$ cat config.mk
export PLATFORM = sky130hd
export DESIGN_NAME = humidity_temp_sensor_i2c_target_unit
export DESIGN_NICKNAME = d
export VERILOG_FILES = /design/src/hdl/hts_pkg.sv /design/src/hdl/hts_crc.sv /design/src/hdl/humidity_temp_sensor_i2c_target_unit.sv
export SDC_FILE = /design/constraint.sdc
export NUM_CORES = 1
export LEC_CHECK = 0
export ABC_CLOCK_PERIOD_IN_PS = 6700
export BUFFER_PORTS_ARGS = -buffer_cell sky130_fd_sc_hd__clkbuf_2
export CAP_MARGIN = 25
export CELL_PAD_IN_SITES_DETAIL_PLACEMENT = 1
export CELL_PAD_IN_SITES_GLOBAL_PLACEMENT = 1
export CORE_MARGIN = 3
export CORE_UTILIZATION = 45
export CTS_CLUSTER_DIAMETER = 60
export DETAILED_ROUTE_END_ITERATION = 16
export PLACE_DENSITY = 0.73
export SYNTH_ARGS = -nofsm -noshare
export SYNTH_HDL_FRONTEND = slang
export SYNTH_SLANG_ARGS = --single-unit
$ cat constraint.sdc
create_clock -name clk_i -period 6.7 [get_ports clk_i]
set_clock_uncertainty 0.15 [all_clocks]
set_input_delay 1.34 -clock clk_i [delete_from_list [all_inputs] [get_ports clk_i]]
set_output_delay 1.34 -clock clk_i [all_outputs]
set_load 0.05 [all_outputs]
$ cat src/hdl/hts_pkg.sv
// Shared constants, operation codes and the CRC-8 byte update for the sensor target.
package hts_pkg;

  // Bus event codes carried on the operation field.
  localparam logic [1:0] OP_ADDRESS = 2'd0;
  localparam logic [1:0] OP_WRITE   = 2'd1;
  localparam logic [1:0] OP_READ    = 2'd2;

  // Configuration register indexes.
  localparam logic CFG_HUMIDITY    = 1'b0;
  localparam logic CFG_TEMPERATURE = 1'b1;

  localparam logic [6:0]  DEVICE_ADDRESS  = 7'h38;
  localparam logic [7:0]  CMD_SOFT_RESET  = 8'hBA;
  localparam logic [7:0]  CMD_INIT        = 8'hBE;
  localparam logic [7:0]  CMD_MEASURE_0   = 8'h00;
  localparam logic [7:0]  CMD_MEASURE_1   = 8'hAC;
  localparam logic [7:0]  CMD_MEASURE_2   = 8'h33;
  localparam logic [7:0]  STATUS_IDLE     = 8'h18;
  localparam logic [7:0]  CRC_POLY        = 8'h31;
  localparam logic [7:0]  CRC_INIT        = 8'hFF;
  localparam logic [19:0] HUMIDITY_RESET  = 20'd681574;
  localparam logic [19:0] TEMP_RESET      = 20'd367001;

  // Number of frame bytes covered by the checksum.
  localparam int unsigned CRC_BYTES = 6;

  // One byte of the MSB-first CRC-8 with polynomial 0x31.
  function automatic logic [7:0] crc8_update(input logic [7:0] crc, input logic [7:0] b);
    logic [7:0] c;
    c = crc ^ b;
    for (int i = 0; i < 8; i++) begin
      if (c[7]) begin
        c = {c[6:0], 1'b0} ^ CRC_POLY;
      end else begin
        c = {c[6:0], 1'b0};
      end
    end
    return c;
  endfunction

endpackage

$ cat src/hdl/hts_crc.sv
// Combinational CRC-8 over the six leading frame bytes.
module hts_crc (
  input  logic [47:0] frame_i,
  output logic [7:0]  crc_o
);
  import hts_pkg::*;

  // Byte zero sits in the top bits of the frame vector; all six bytes are folded in at once.
  always_comb begin
    logic [7:0] c;
    c = CRC_INIT;
    for (int i = 0; i < CRC_BYTES; i++) begin
      c = crc8_update(c, frame_i[47 - 8 * i -: 8]);
    end
    crc_o = c;
  end

endmodule

$ cat src/hdl/humidity_temp_sensor_i2c_target_unit.sv
// Top level of the humidity and temperature sensor bus target.
//
//  channel | direction | handshake              | payload
//  --------+-----------+------------------------+---------------------------------
//  in      | input     | in_valid_i / in_stall_o | operation_i, address_i, data_i
//  out     | output    | out_valid_o / out_stall_i | ack_o, read_data_o
//  cfg     | input     | cfg_we_i               | cfg_index_i, cfg_data_i
//
// Each word is decoded in the cycle it is accepted and its result is registered, so a
// word can be taken every cycle while the output is not stalled and its result appears in the next cycle.
// The frame checksum is computed in the same cycle as the measure command completes
// and is stored with the frame, so every frame byte can be read right away.
// Reset clears the control state and loads the default sensor codes.
// A new word is taken whenever the result register is empty or is being taken.
module humidity_temp_sensor_i2c_target_unit (
  input  logic        clk_i,
  input  logic        rst_ni,
  input  logic        in_valid_i,
  output logic        in_stall_o,
  input  logic [1:0]  operation_i,
  input  logic [6:0]  address_i,
  input  logic [7:0]  data_i,
  output logic        out_valid_o,
  input  logic        out_stall_i,
  output logic        ack_o,
  output logic [7:0]  read_data_o,
  input  logic        cfg_we_i,
  input  logic        cfg_index_i,
  input  logic [19:0] cfg_data_i
);
  import hts_pkg::*;

  logic [19:0] humidity_q, temperature_q;
  logic        measuring_q, measuring_d;
  logic [2:0]  read_ptr_q, read_ptr_d;
  logic [1:0]  write_count_q, write_count_d;
  logic [7:0]  cmd_q [2];
  logic [55:0] frame_q;
  logic        out_valid_q;
  logic        ack_q, ack_d;
  logic [7:0]  rdata_q, rdata_d;
  logic        in_accept;
  logic        capture;
  logic        cmd_wr;
  logic        cmd_pos;
  logic [1:0]  pos;
  logic [47:0] frame_head;
  logic [7:0]  crc;
  logic [7:0]  frame_byte;

  assign in_stall_o = out_valid_q && out_stall_i;
  assign in_accept  = in_valid_i && !in_stall_o;

  // Configuration registers.
  always_ff @(posedge clk_i or negedge rst_ni) begin
    if (!rst_ni) begin
      humidity_q    <= HUMIDITY_RESET;
      temperature_q <= TEMP_RESET;
    end else if (cfg_we_i) begin
      case (cfg_index_i)
        CFG_HUMIDITY:    humidity_q    <= cfg_data_i;
        CFG_TEMPERATURE: temperature_q <= cfg_data_i;
        default:         humidity_q    <= humidity_q;
      endcase
    end
  end

  // Frame byte at the read pointer; byte six is the checksum.
  always_comb begin
    case (read_ptr_q)
      3'd0:    frame_byte = frame_q[55:48];
      3'd1:    frame_byte = frame_q[47:40];
      3'd2:    frame_byte = frame_q[39:32];
      3'd3:    frame_byte = frame_q[31:24];
      3'd4:    frame_byte = frame_q[23:16];
      3'd5:    frame_byte = frame_q[15:8];
      default: frame_byte = frame_q[7:0];
    endcase
  end

  // Decode of one bus event.
  always_comb begin
    measuring_d   = measuring_q;
    read_ptr_d    = read_ptr_q;
    write_count_d = write_count_q;
    ack_d         = 1'b0;
    rdata_d       = 8'h00;
    capture       = 1'b0;
    cmd_wr        = 1'b0;
    pos           = (write_count_q == 2'd3) ? 2'd2 : write_count_q;
    cmd_pos       = pos[0];
    case (operation_i)
      OP_ADDRESS: begin
        if (measuring_q) begin
          read_ptr_d = 3'd0;
        end
        ack_d = (address_i == DEVICE_ADDRESS);
      end
      OP_WRITE: begin
        ack_d         = 1'b1;
        cmd_wr        = (pos != 2'd2);
        write_count_d = pos + 2'd1;
        if (pos == 2'd0 && data_i == CMD_SOFT_RESET) begin
          measuring_d   = 1'b0;
          write_count_d = 2'd0;
        end else if (pos == 2'd2) begin
          // A third byte always closes the command.
          write_count_d = 2'd0;
          if (cmd_q[0] != CMD_INIT && cmd_q[0] == CMD_MEASURE_0 &&
              cmd_q[1] == CMD_MEASURE_1 && data_i == CMD_MEASURE_2) begin
            measuring_d = 1'b1;
            capture     = 1'b1;
          end
        end
      end
      OP_READ: begin
        if (!measuring_q) begin
          rdata_d = STATUS_IDLE;
        end else if (read_ptr_q != 3'd7) begin
          rdata_d    = frame_byte;
          read_ptr_d = read_ptr_q + 3'd1;
        end else begin
          measuring_d = 1'b0;
          read_ptr_d  = 3'd0;
        end
      end
      default: begin
        ack_d = 1'b0;
      end
    endcase
  end

  // Control state and result valid.
  always_ff @(posedge clk_i or negedge rst_ni) begin
    if (!rst_ni) begin
      measuring_q   <= 1'b0;
      read_ptr_q    <= 3'd0;
      write_count_q <= 2'd0;
      out_valid_q   <= 1'b0;
    end else begin
      if (in_accept) begin
        measuring_q   <= measuring_d;
        read_ptr_q    <= read_ptr_d;
        write_count_q <= write_count_d;
        out_valid_q   <= 1'b1;
      end else if (!out_stall_i) begin
        out_valid_q   <= 1'b0;
      end
    end
  end

  // Status and sensor codes as they enter the frame, and their checksum.
  assign frame_head = {STATUS_IDLE, humidity_q, temperature_q};

  hts_crc u_crc (
    .frame_i (frame_head),
    .crc_o   (crc)
  );

  // Command bytes, frame capture and result payload.
  always_ff @(posedge clk_i) begin
    if (in_accept) begin
      ack_q   <= ack_d;
      rdata_q <= rdata_d;
      if (cmd_wr) begin
        cmd_q[cmd_pos] <= data_i;
      end
      if (capture) begin
        frame_q <= {frame_head, crc};
      end
    end
  end

  assign out_valid_o = out_valid_q;
  assign ack_o       = ack_q;
  assign read_data_o = rdata_q;

`ifndef ASSERT_OFF
  a_accept_gives_result: assert property (@(posedge clk_i) disable iff (!rst_ni)
    in_accept |=> out_valid_o)
    else $error("accepted word produced no result");
  a_empty_not_stalled: assert property (@(posedge clk_i) disable iff (!rst_ni)
    !out_valid_q |-> !in_stall_o)
    else $error("input stalled with empty result register");
  a_write_count_range: assert property (@(posedge clk_i) disable iff (!rst_ni)
    write_count_q != 2'd3)
    else $error("command byte count reached an unused value");
  a_capture_sets_measuring: assert property (@(posedge clk_i) disable iff (!rst_ni)
    in_accept && capture |=> measuring_q)
    else $error("measure command did not start a measurement");
`endif

endmodule
== After elaboration in Yosys (flattened, before gate mapping) ==
Memories as Yosys holds them, arrays and structs flattened.
Cells that the tools add are included.

* Flip-flop bits (word level): 104
* Memory bits (writable): 16
* Input port bits: 43
* Output and inout port bits: 11
* Memories kept: 1

{| class="wikitable"
|+ Memory list
! name !! depth !! bits a word !! read ports !! clocked after memory_dff !! write ports !! line !! text
|-
| cmd_q || 2 || 8 || 2 || 0 || 1 || humidity_temp_sensor_i2c_target_unit.sv:37 || <nowiki>logic [7:0] cmd_q [2];</nowiki>
|}

* $add $sub $neg: 2
* Equality and inequality tests: 21
* Muxes and demuxes: 67
* Bitwise gates (word level): 46
* Reduce and logical (&&, ||, !) cells: 20

{| class="wikitable"
|+ Operators with widths
! operator !! count
|-
| 6-bit 2-to-1 mux || 40
|-
| 3-bit inverter || 40
|-
| 8-bit one-hot mux with 6 select lines || 1
|-
| 8-bit bitwise XOR || 4
|-
| 8-bit equality test, second input constant || 2
|-
| 1-bit 2-to-1 mux || 15
|-
| 5-bit 2-to-1 mux || 2
|-
| 3-bit 2-to-1 mux || 3
|-
| 3-bit inequality test, second input constant || 3
|-
| 8-bit by 6-bit equality test with 1-bit output, second input constant || 1
|-
| 8-bit logical NOT || 1
|-
| 8-bit inequality test, second input constant || 1
|-
| 2-bit AND reduction || 4
|-
| 4-bit AND reduction || 2
|-
| 7-bit by 6-bit equality test with 1-bit output, second input constant || 1
|-
| 2-bit equality test, second input constant || 3
|-
| 3-bit by 2-bit equality test with 1-bit output, second input constant || 2
|-
| 3-bit equality test, second input constant || 2
|-
| 1-bit logical AND || 6
|-
| 2-bit 2-to-1 mux || 3
|-
| 2-bit inequality test, second input constant || 3
|-
| 3-bit one-hot mux with 2 select lines || 1
|-
| 2-bit logical NOT || 2
|-
| 4-bit inverter || 1
|-
| other kinds (11) || 13
|}

== Logic depth before layout (Yosys ltp) ==
Gate-level depths: netlist of run 1.

* Depth after elaboration: 85
* Mapped depth: 9
* Mapped depth without buffers: 8

== Cells and area by module ==
From an unflattened synthesis of run 1, not the netlist that was laid out.

* Cell total of the unflattened synthesis: 395
* Area total of the unflattened synthesis: 6,331.1 sq um

{| class="wikitable"
|+ By module, submodules not included
! module !! instances !! cells each !! area each (sq um)
|-
| humidity_temp_sensor_i2c_target_unit || 1 || 281 || 4,675.7
|-
| hts_crc || 1 || 114 || 1,655.3
|}

== Worst setup path before layout of run 1 ==
Ideal clock, no wire load.

* Kind: input port to flip-flop
* From: in out_stall_i
* To: reg frame_q[0], enable pin
* Setup time: 0.576 ns
* Arrival: 6.719 ns
* Data required time: 5.974 ns
* Setup slack: -0.744 ns
* Stages: 5
* Path buffers: 0
* Path through: nand2_1 nand2_1 inv_1 nand3b_1 nor4_1

* Longest elaborated chain between the ends: 4

{| class="wikitable"
|+ RTL lines
! item !! line !! text
|-
| start: declaration || humidity_temp_sensor_i2c_target_unit.sv:24 || <nowiki>input logic out_stall_i,</nowiki>
|-
| 1-bit logical AND || humidity_temp_sensor_i2c_target_unit.sv:51 || <nowiki>assign in_stall_o = out_valid_q && out_stall_i;</nowiki>
|-
| 1-bit logical NOT || humidity_temp_sensor_i2c_target_unit.sv:52 || <nowiki>assign in_accept = in_valid_i && !in_stall_o;</nowiki>
|-
| 1-bit logical AND || humidity_temp_sensor_i2c_target_unit.sv:52 ||
|-
| via in_accept || humidity_temp_sensor_i2c_target_unit.sv:42 || <nowiki>logic in_accept;</nowiki>
|-
| 2-bit AND reduction (no line) || -- ||
|-
| end signal: assignment || humidity_temp_sensor_i2c_target_unit.sv:169 || <nowiki>frame_q <= {frame_head, crc};</nowiki>
|-
| end: declaration || humidity_temp_sensor_i2c_target_unit.sv:38 || <nowiki>logic [55:0] frame_q;</nowiki>
|}

The timed path passes the listed nets, and every way through them passes these cells.
A chain may end at the register's enable or synchronous reset.

== Worst setup path after layout of run 1 ==
* From: reg humidity_q[19]
* To: reg frame_q[5] (data pin)

* Longest elaborated chain between the ends: 41
* Elaborated cells on any way between the ends: 79
* Classes of those cells: mux (40); bitwise (39)

{| class="wikitable"
|+ RTL lines
! item !! line !! text
|-
| start: declaration || humidity_temp_sensor_i2c_target_unit.sv:33 || <nowiki>logic [19:0] humidity_q, temperature_q;</nowiki>
|-
| start signal: assignment || humidity_temp_sensor_i2c_target_unit.sv:61 || <nowiki>CFG_HUMIDITY: humidity_q <= cfg_data_i;</nowiki>
|-
| start signal: assignment || humidity_temp_sensor_i2c_target_unit.sv:63 || <nowiki>default: humidity_q <= humidity_q;</nowiki>
|-
| 6-bit 2-to-1 mux (*) || hts_pkg.sv:33 || <nowiki>if (c[7]) begin</nowiki>
|-
| 6-bit 2-to-1 mux or 3-bit inverter (tied branches) (2 in a row) || -- ||
|-
| 3-bit inverter (no line) or 6-bit 2-to-1 mux (tied branches) || -- ||
|-
| 6-bit 2-to-1 mux, or another cell as far along || hts_pkg.sv:33 ||
|-
| 8-bit bitwise XOR (*) || hts_pkg.sv:31 || <nowiki>c = crc ^ b;</nowiki>
|-
| 6-bit 2-to-1 mux or 3-bit inverter (tied branches) || -- ||
|-
| 6-bit 2-to-1 mux, or another cell as far along (2 in a row) || hts_pkg.sv:33 ||
|-
| 6-bit 2-to-1 mux or 3-bit inverter (tied branches) || -- ||
|-
| [... 23 more ...] || -- ||
|-
| 6-bit 2-to-1 mux or 3-bit inverter (tied branches) || -- ||
|-
| 6-bit 2-to-1 mux, or another cell as far along (2 in a row) || hts_pkg.sv:33 ||
|-
| 6-bit 2-to-1 mux or 3-bit inverter (tied branches) || -- ||
|-
| 3-bit inverter (no line) or 6-bit 2-to-1 mux (tied branches) || -- ||
|-
| 6-bit 2-to-1 mux or 3-bit inverter (tied branches) || -- ||
|-
| 3-bit inverter (no line) or 6-bit 2-to-1 mux (tied branches) || -- ||
|-
| 6-bit 2-to-1 mux (*) || hts_pkg.sv:33 ||
|-
| via crc[5] || humidity_temp_sensor_i2c_target_unit.sv:48 || <nowiki>logic [7:0] crc;</nowiki>
|}

The timed path passes the listed nets; every way through them passes the cells marked *.

==> results of run 1 <==
## cell type report
class | count | area share
sequential | 120 | 0.4965
multi-input combinational | 225 | 0.3391
clock buffer | 18 | 0.06280
timing repair buffer | 58 | 0.04504
tap | 168 | 0.03076
clock inverter | 14 | 0.02307
inverter | 5 | 0.002746
## state kept, by name, indices dropped and copies added, names as in the netlist
name / flops
frame_q: 48
humidity_q: 20
temperature_q: 20
cmd_q: 16
read_data_o: 8
read_ptr_q: 3
write_count_q: 2
ack_o: 1
measuring_q: 1
out_valid_o: 1
## cell usage after synthesis (all sizes together), types with 2 or more instances
cell    number  area, µm²
edfxtp      73       2192
xnor2       53      516.8
mux2        40      450.4
dfrtp       27      675.7
xnor3       22      501.7
nand2       21      78.83
dfstp       20      525.5
xor2        11      103.9
clkbuf       8      30.03
a22o         7      61.31
a222oi       6      60.06
a31oi        6      37.54
ha           6      75.07
nor4         6      37.54
inv          5      18.77
nor2         5      18.77
nand3        4      20.02
nand3b       4      30.03
nor2b        4      25.02
o21ai        4      20.02
xor3         4      97.60
a21oi        3      15.01
nand4b       3      26.28
a221oi       2      17.52
a22oi        2      15.01
and2         2      12.51
buf          2      15.01
nand2b       2      12.51
o211ai       2      15.01
## cells by family after synthesis
logic type	count (synthesis)	synth area share
mux	40	0.07831
fa+ha+maj	6	0.01305
flops	120	0.5899
buf+inv	15	0.01109
simple gates	55	0.05090
compound gates	34	0.04459
xor+xnor	90	0.2121
## worst register-to-register path, cell delays in order (launching register included)
cell     delay [ps]
dfstp_2         620
xnor3_2         530
xnor3_1         390
xnor3_2         280
xor2_2          250
xnor3_1         440
xnor3_2         450
xnor2_1         210
xnor2_1          90
## worst paths after layout
path / start / to / slack [ps] / cells past startpoint
setup / recovery: humidity_q[19]$_DFFE_PN1P_ / frame_q[5]$_DFFE_PP_ / 3040 / 8
hold / removal: temperature_q[13]$_DFFE_PN0P_ / frame_q[21]$_DFFE_PP_ / 370 / 0
setup reg to reg: humidity_q[19]$_DFFE_PN1P_ / frame_q[5]$_DFFE_PP_ / 3040 / 8
hold reg to reg: temperature_q[13]$_DFFE_PN0P_ / frame_q[21]$_DFFE_PP_ / 370 / 0
max in group asynchronous: rst_ni / temperature_q[2]$_DFFE_PN0P_ / 5110 / 2
min in group asynchronous: rst_ni / humidity_q[11]$_DFFE_PN0P_ / 870 / 2
## metal layers
layer	up-vias	GRT usage
li1	1473	-
met1	1615	0.2435
met2	90	0.3366
met3	18	0.05461
met4	0	0.07603
met5	-	0
## through the flow
stage                     area (µm²)  utilization  worst slack, ps  instances  hold WS [ps]
after detailed placement        6237       0.5087             2698        575         355.5
after global routing            6834       0.5573             2862        608         390.2
after global placement          6222       0.5074             3013        574         356.1
final                           6834       0.5573             3044        608         365.3
after floorplan                 5758            -             1277        360         292.9
after CTS                       6824       0.5565             3019        607         370.9
==> flow_summary.toml, run 1 <==
[status]
status = "finished clean"

[layout]
regArea_mm2 = 0.003393
antennaDiodeCount = 0
mostFrequentLayoutCell = "edfxtp_1"
syn2layout_area_growth_pct = 18.82
layout_common_cells = "edfxtp_1, clkbuf_2, xnor2_1, mux2_2, dfrtp_1"
drive_above_1_share = 0.3750
multiInputGateArea_mm2 = 0.002317
nets = 476
nFillCells = 1169

[logic_synthesis]
synth_edf_count = 73
synth.distinct_cells = 40
synth_cells = 360
synth_area_mm2 = 0.005752
ys_warn_count = 0
synthesis.nets = 409
ys_seq_area_frac = 0.5899
synth_flop_cell = "edfxtp_1"
ys_ff_latch = 120
async_reset_ff_frac = 0.3917
postSynthAreaPerCell_um2 = 15.98

[worst_setup_path]
crit_buf_inv = 0
critical_path_peak_fanout = 6
crit_family = "XOR/XNOR gates"
critPathMaxStageDelay_ps = 620
crit_type = "flop to flop"
end_kind = "flop"
required_ps = 6700
cpMostUsedCell = "xnor3_2"
cp_slowest_cell = "dfstp_2"
start_kind = "flop"
cp_data_arrival_time_ps = 3660
path_cells = "xnor3_2, xnor3_1, xnor3_2, xor2_2, xnor3_1, xnor3_2, xnor2_1, xnor2_1"

[clocking]
cts_buffer_depth = 2
clockRootBuffer = "clkbuf_16"
clk_latency_ps = 420
clk_pin_slew_ps = 60
cts_resized = 0
cts_tree = "yes"
postCtsHoldBufs = 0
numCtsBuffers = 17
htreeDepth = 4
clock_sinks = 120
postCtsSetupRepairBufs = 0

[timing]
finalSetupViolations = 0
rsz0062_at_grt = "false"
finalHoldViolCount = 0
worst_slew_pin_slew_ps = 917.0
fin_crit_sh = 0.5456
finalSetupTns_ps = 0
layout_min_cycle_time_ps = 3656
maxSlewHeadroom = 0.3872
maxSlewViolCount = 0
fmax_mhz = 273.5

[global_routing]
grt_pass1_wl_um = 20840
grt_max_degree = 50
grt_remaining_overflow = 0
grt_pass1_vias = 3542
grt_util_all_layers = 0.1992
antenna_found_initial = 0

[routing]
post_drt_wl_per_cell_um = 21.50
dr_total_vias = 3196
top_layer_used = "met4"
m1WireLength_um = 5367
route.detailed.drc = 0
drt_pre_antenna_iters = 4
drt-total-wl_um = 13070
route.met2.wl_um = 6815
detail-route-antenna-nets = 0
wl_met3_um = 664
routed_via_density = 5.257
drt-initial-drc-count = 280

[placed_design]
dp_hpwl_um = 9419
port_buffers = 53
place_congestion = 0.8546

[floorplan]
ioPinCount = 54
dieArea_mm2 = 0.01417
chipHeight_um = 119.1
die_width_um = 119.1
core-area_mm2 = 0.01226
rows = 40
start_util = 0.4691

[min_path]
hold_path.class = "flop to flop"

[job]
drv_cap = 0
Power of run 1 is not shown: default switching activity piles up to over one toggle a cycle in this logic, so the estimate is an artifact.
==> run 2, diff against run 1 <==
--- a/config.mk
+++ b/config.mk
@@ -5,16 +5,16 @@
 export SDC_FILE = /design/constraint.sdc
 export NUM_CORES = 1
 export LEC_CHECK = 0
-export ABC_CLOCK_PERIOD_IN_PS = 6700
+export ABC_CLOCK_PERIOD_IN_PS = 3700
 export BUFFER_PORTS_ARGS = -buffer_cell sky130_fd_sc_hd__clkbuf_2
 export CAP_MARGIN = 25
 export CELL_PAD_IN_SITES_DETAIL_PLACEMENT = 1
 export CELL_PAD_IN_SITES_GLOBAL_PLACEMENT = 1
 export CORE_MARGIN = 3
-export CORE_UTILIZATION = 45
+export CORE_UTILIZATION = 50
 export CTS_CLUSTER_DIAMETER = 60
 export DETAILED_ROUTE_END_ITERATION = 16
-export PLACE_DENSITY = 0.73
+export PLACE_DENSITY = 0.77
 export SYNTH_ARGS = -nofsm -noshare
 export SYNTH_HDL_FRONTEND = slang
 export SYNTH_SLANG_ARGS = --single-unit
==> constraint.sdc (replaced) <==
create_clock -name clk_i -period 3.7 [get_ports clk_i]
set_clock_uncertainty 0.15 [all_clocks]
set_input_delay 0.74 -clock clk_i [delete_from_list [all_inputs] [get_ports clk_i]]
set_output_delay 0.74 -clock clk_i [all_outputs]
set_load 0.05 [all_outputs]
==> flow_summary.toml, run 2 (synthesized netlist as in run 1, its figures left out) <==
[floorplan]
core-area_mm2 = 0.01103
ioPinCount = 54
chipHeight_um = 113.3
start_util = 0.5214
die_width_um = 113.3
dieArea_mm2 = 0.01283
rows = 38

[timing]
finalSetupTns_ps = 0
layout_setup_ws_ps = 95.86
finalHoldViolCount = 0
finalSetupViolations = 0
fin_crit_sh = 0.9741
maxSlewViolCount = 0
maxSlewHeadroom = 0.3636
rsz0062_at_grt = "false"
fmax_mhz = 277.5
worst_slew_pin_slew_ps = 952.3
layout_min_cycle_time_ps = 3604

[global_routing]
grt_pass1_vias = 3712
grt_remaining_overflow = 0
gr-usage-met1 = 0.2703
use_met2 = 0.4135
grt_max_degree = 50
antenna_found_initial = 0
grt_most_used_layer = "met2"
grt_use_met3 = 0.05187
grt_util_all_layers = 0.2311
grt_pass1_wl_um = 21400

[clocking]
postCtsHoldBufs = 0
clk_latency_ps = 410
clk_pin_slew_ps = 60
clock_sinks = 120
numCtsBuffers = 17
htreeDepth = 4
clockRootBuffer = "clkbuf_16"
cts_buffer_depth = 2
cts_tree = "yes"

[routing]
post_drt_wl_per_cell_um = 23.80
detail-route-antenna-nets = 0
route.detailed.drc = 0
drt_pre_antenna_iters = 5
drt-initial-drc-count = 252
drt-total-wl_um = 13850
routed_via_density = 5.651
dr_total_vias = 3289

[layout]
top_regs = "frame_q (48), humidity_q (20), temperature_q (20)"
drive_above_1_share = 0.3846
nets = 478
syn2layout_area_growth_pct = 18.34
layout_common_cells = "edfxtp_1, clkbuf_2, xnor2_1, mux2_2, dfrtp_1"
regArea_mm2 = 0.003393
largest_reg_flops = 48
multiInputGateArea_mm2 = 0.002320
antennaDiodeCount = 0
mostFrequentLayoutCell = "edfxtp_1"
nFillCells = 1013
regMostFlops = "frame_q"

[placed_design]
place_ws_ps = 184.5
port_buffers = 53
dp_hpwl_um = 9750
place_congestion = 0.8927

[worst_setup_path]
cp_slowest_cell = "dfstp_2"
cp_data_arrival_time_ps = 3610
critPathMaxStageDelay_ps = 610
end_kind = "flop"
path_cells = "xnor3_2, xnor3_1, xnor3_2, xor2_2, xnor3_1, xnor3_2, xnor2_1, xnor2_1"
crit_type = "flop to flop"
cpMostUsedCell = "xnor3_2"
critical_path_peak_fanout = 6
required_ps = 3710
start_kind = "flop"

[min_path]
hold_path.class = "input port to asynchronous set/reset pin"

[job]
drv_cap = 0

[status]
status = "finished clean"
[run 2: changes by cell type in the layout (fill, tap and decap cells not counted), sizes merged]
cell    before  now
bufinv       3    1
clkinv       8    2
buf          5    7
inv          5   14
clkbuf      71   70
[run 2: area by class of cell]
class	count	share of cell area
flip-flops and latches	120	0.4985
clock inverters	15	0.02298
repair buffers	60	0.04669
well taps	140	0.02574
multi-input cells	225	0.3408
clock buffers	17	0.06250
inverters	5	0.002757
[run 2: worst paths after layout]
check                      slack, ps                            to  depth (start not counted)                       start
min in group clk_i               360         frame_q[39]$_DFFE_PP_                          0  humidity_q[11]$_DFFE_PN0P_
max reg2reg                      100          frame_q[5]$_DFFE_PP_                          8  humidity_q[19]$_DFFE_PN1P_
min reg2reg                      360         frame_q[39]$_DFFE_PP_                          0  humidity_q[11]$_DFFE_PN0P_
max                              100          frame_q[5]$_DFFE_PP_                          8  humidity_q[19]$_DFFE_PN1P_
min                              190       out_valid_o$_DFFE_PN0P_                          1                      rst_ni
max in group asynchronous       2380  temperature_q[8]$_DFFE_PN1P_                          2                      rst_ni
[run 2: timing repair]
item                                    CTS  global route
endpoints found under the setup margin    0             1
buffers inserted                          0             0
resized for setup                         0             1
[run 2: metrics by stage]
step | instances | utilization | area [µm²] | hold WS, ps
6_report | 582 | 0.6171 | 6807 | 192.6
5_1_grt | 582 | 0.6171 | 6807 | 227.1
4_1_cts | 582 | 0.6164 | 6799 | 210.1
3_5_place_dp | 550 | 0.5636 | 6217 | 346.9
3_3_place_gp | 550 | 0.5636 | 6217 | 331.1
2_1_floorplan | 360 | - | 5767 | 292.9
[run 2: critical path, delay by kind of cell, from the launching register on]
| family | cells | cell delay (ps) |
|---|---|---|
| xor gates and xnor gates | 8 | 2600 |
| DFF | 1 | 610 |
[run 2: per-layer routing]
metal,up-vias,wire [µm],share of wire
li1,1481,-,-
met1,1686,5616,0.41
met2,102,7265,0.52
met3,20,665,0.048
met4,0,305,0.022
met5,-,0,0
Power of run 2 is left out for the same reason.
==> run 3, diff against run 2 <==
--- a/config.mk
+++ b/config.mk
@@ -15,6 +15,7 @@
 export CTS_CLUSTER_DIAMETER = 60
 export DETAILED_ROUTE_END_ITERATION = 16
 export PLACE_DENSITY = 0.77
+export SETUP_SLACK_MARGIN = 0.4
 export SYNTH_ARGS = -nofsm -noshare
 export SYNTH_HDL_FRONTEND = slang
 export SYNTH_SLANG_ARGS = --single-unit
==> flow_summary.toml, run 3 (synthesized netlist as in run 1, its figures left out) <==
[status]
status = "finished clean"

[worst_setup_path]
cp_slowest_cell = "dfstp_2"
cp_data_arrival_time_ps = 3430
end_kind = "flop"
start_kind = "flop"
critical_path_peak_fanout = 6
required_ps = 3710
cpMostUsedCell = "xor2_2"
crit_type = "flop to flop"
critPathMaxStageDelay_ps = 610
path_cells = "xnor3_2, buf_6, xor2_2, xor3_2, xor2_2, xnor2_2, buf_4, xnor2_4, xnor3_1, xnor2_1"

[global_routing]
grt_remaining_overflow = 0
grt_util_all_layers = 0.2489
grt_pass1_wl_um = 22700
grt_max_degree = 50
grt_pass1_vias = 3692
antenna_found_initial = 0

[clocking]
htreeDepth = 4
clk_latency_ps = 420
postCtsHoldBufs = 0
clockRootBuffer = "clkbuf_16"
cts_tree = "yes"
numCtsBuffers = 17
cts_buffer_depth = 2
clk_pin_slew_ps = 60
clock_sinks = 120

[floorplan]
chipHeight_um = 113.3
dieArea_mm2 = 0.01283
core-area_mm2 = 0.01103
rows = 38
die_width_um = 113.3
start_util = 0.5214
ioPinCount = 54

[layout]
drive_above_1_share = 0.4839
mostFrequentLayoutCell = "edfxtp_1"
antennaDiodeCount = 0
postLayoutCellArea_mm2 = 0.007317
nFillCells = 1007
syn2layout_area_growth_pct = 27.21
top_regs = "frame_q (48), humidity_q (20), temperature_q (20)"
largest_reg_flops = 48
regMostFlops = "frame_q"
nets = 503
layout_common_cells = "edfxtp_1, clkbuf_2, mux2_2, xnor2_1, buf_4"

[timing]
fmax_mhz = 292.3
maxSlewViolCount = 0
finalSetupTns_ps = 0
maxSlewHeadroom = 0.3554
fin_crit_sh = 0.9247
finalHoldViolCount = 0
worst_slew_pin_slew_ps = 964.6
rsz0062_at_grt = "true"
finalSetupViolations = 0
layout_min_cycle_time_ps = 3421

[routing]
route.detailed.drc = 0
dr_total_vias = 3396
drt-initial-drc-count = 226
drt-total-wl_um = 15250
post_drt_wl_per_cell_um = 25.12
routed_via_density = 5.595
drt_pre_antenna_iters = 4
detail-route-antenna-nets = 0

[placed_design]
post_dp_cell_area_mm2 = 0.006247
port_buffers = 53
place_congestion = 0.9032
dp_hpwl_um = 9703

[min_path]
hold_path.class = "input port to asynchronous set/reset pin"

[job]
drv_cap = 0
## run 3: layout make-up
cell class / count / area, µm² / share of cell area
multi-input cells: 225 / 2585 / 0.3533
well taps: 140 / 175.2 / 0.02394
repair buffers: 85 / 520.5 / 0.07114
clock buffers: 24 / 501.7 / 0.06857
inverters: 5 / 21.27 / 0.002907
flip-flops and latches: 120 / 3396 / 0.4641
clock inverters: 8 / 117.6 / 0.01607
## run 3: metrics by stage
step | setup slack [ps] | hold WS, ps | instances | utilization
4_1_cts | 362.5 | 303.8 | 598 | 0.6462
3_5_place_dp | 185.6 | 351.4 | 551 | 0.5664
2_1_floorplan | 288.6 | 292.8 | 360 | -
3_3_place_gp | 346.2 | 351.3 | 551 | 0.5664
5_1_grt | 175.6 | 321.0 | 607 | 0.6633
6_report | 278.5 | 285.5 | 607 | 0.6633
## run 3: worst max-delay path, delay by kind of cell (launching register included)
family | cells | cell delay, ps
DFF | 1 | 610
buffers and inverters | 2 | 330
xor gates and xnor gates | 8 | 2060
## run 3: path summary, 6_finish.rpt
| kind | slack [ps] | from | endpoint | depth (start not counted) |
|---|---|---|---|---|
| min in group clk_i | 370 | humidity_q[4]$_DFFE_PN0P_ | frame_q[32]$_DFFE_PP_ | 0 |
| max in group asynchronous | 2640 | rst_ni | humidity_q[16]$_DFFE_PN0P_ | 2 |
| hold / removal | 290 | rst_ni | temperature_q[2]$_DFFE_PN0P_ | 2 |
| setup / recovery | 280 | humidity_q[19]$_DFFE_PN1P_ | frame_q[1]$_DFFE_PP_ | 10 |
| setup reg to reg | 280 | humidity_q[19]$_DFFE_PN1P_ | frame_q[1]$_DFFE_PP_ | 10 |
| hold reg to reg | 370 | humidity_q[4]$_DFFE_PN0P_ | frame_q[32]$_DFFE_PP_ | 0 |
## run 3: what timing repair did
action,CTS,global route
setup buffers,15,9
endpoints found under the setup margin,6,7
resized for setup,22,19
pin swaps,20,4
## run 3: metal layers
layer  part of all wire  up-vias  routed length [µm]  global-route usage
li1                   -     1522                   -                   -
met1               0.39     1724                5887              0.3010
met2               0.52      125                7966              0.4261
met3              0.066       25                1005             0.06952
met4              0.025        0                 386             0.09295
met5                  0        -                   0                   0
Power of run 3 is left out for the same reason.
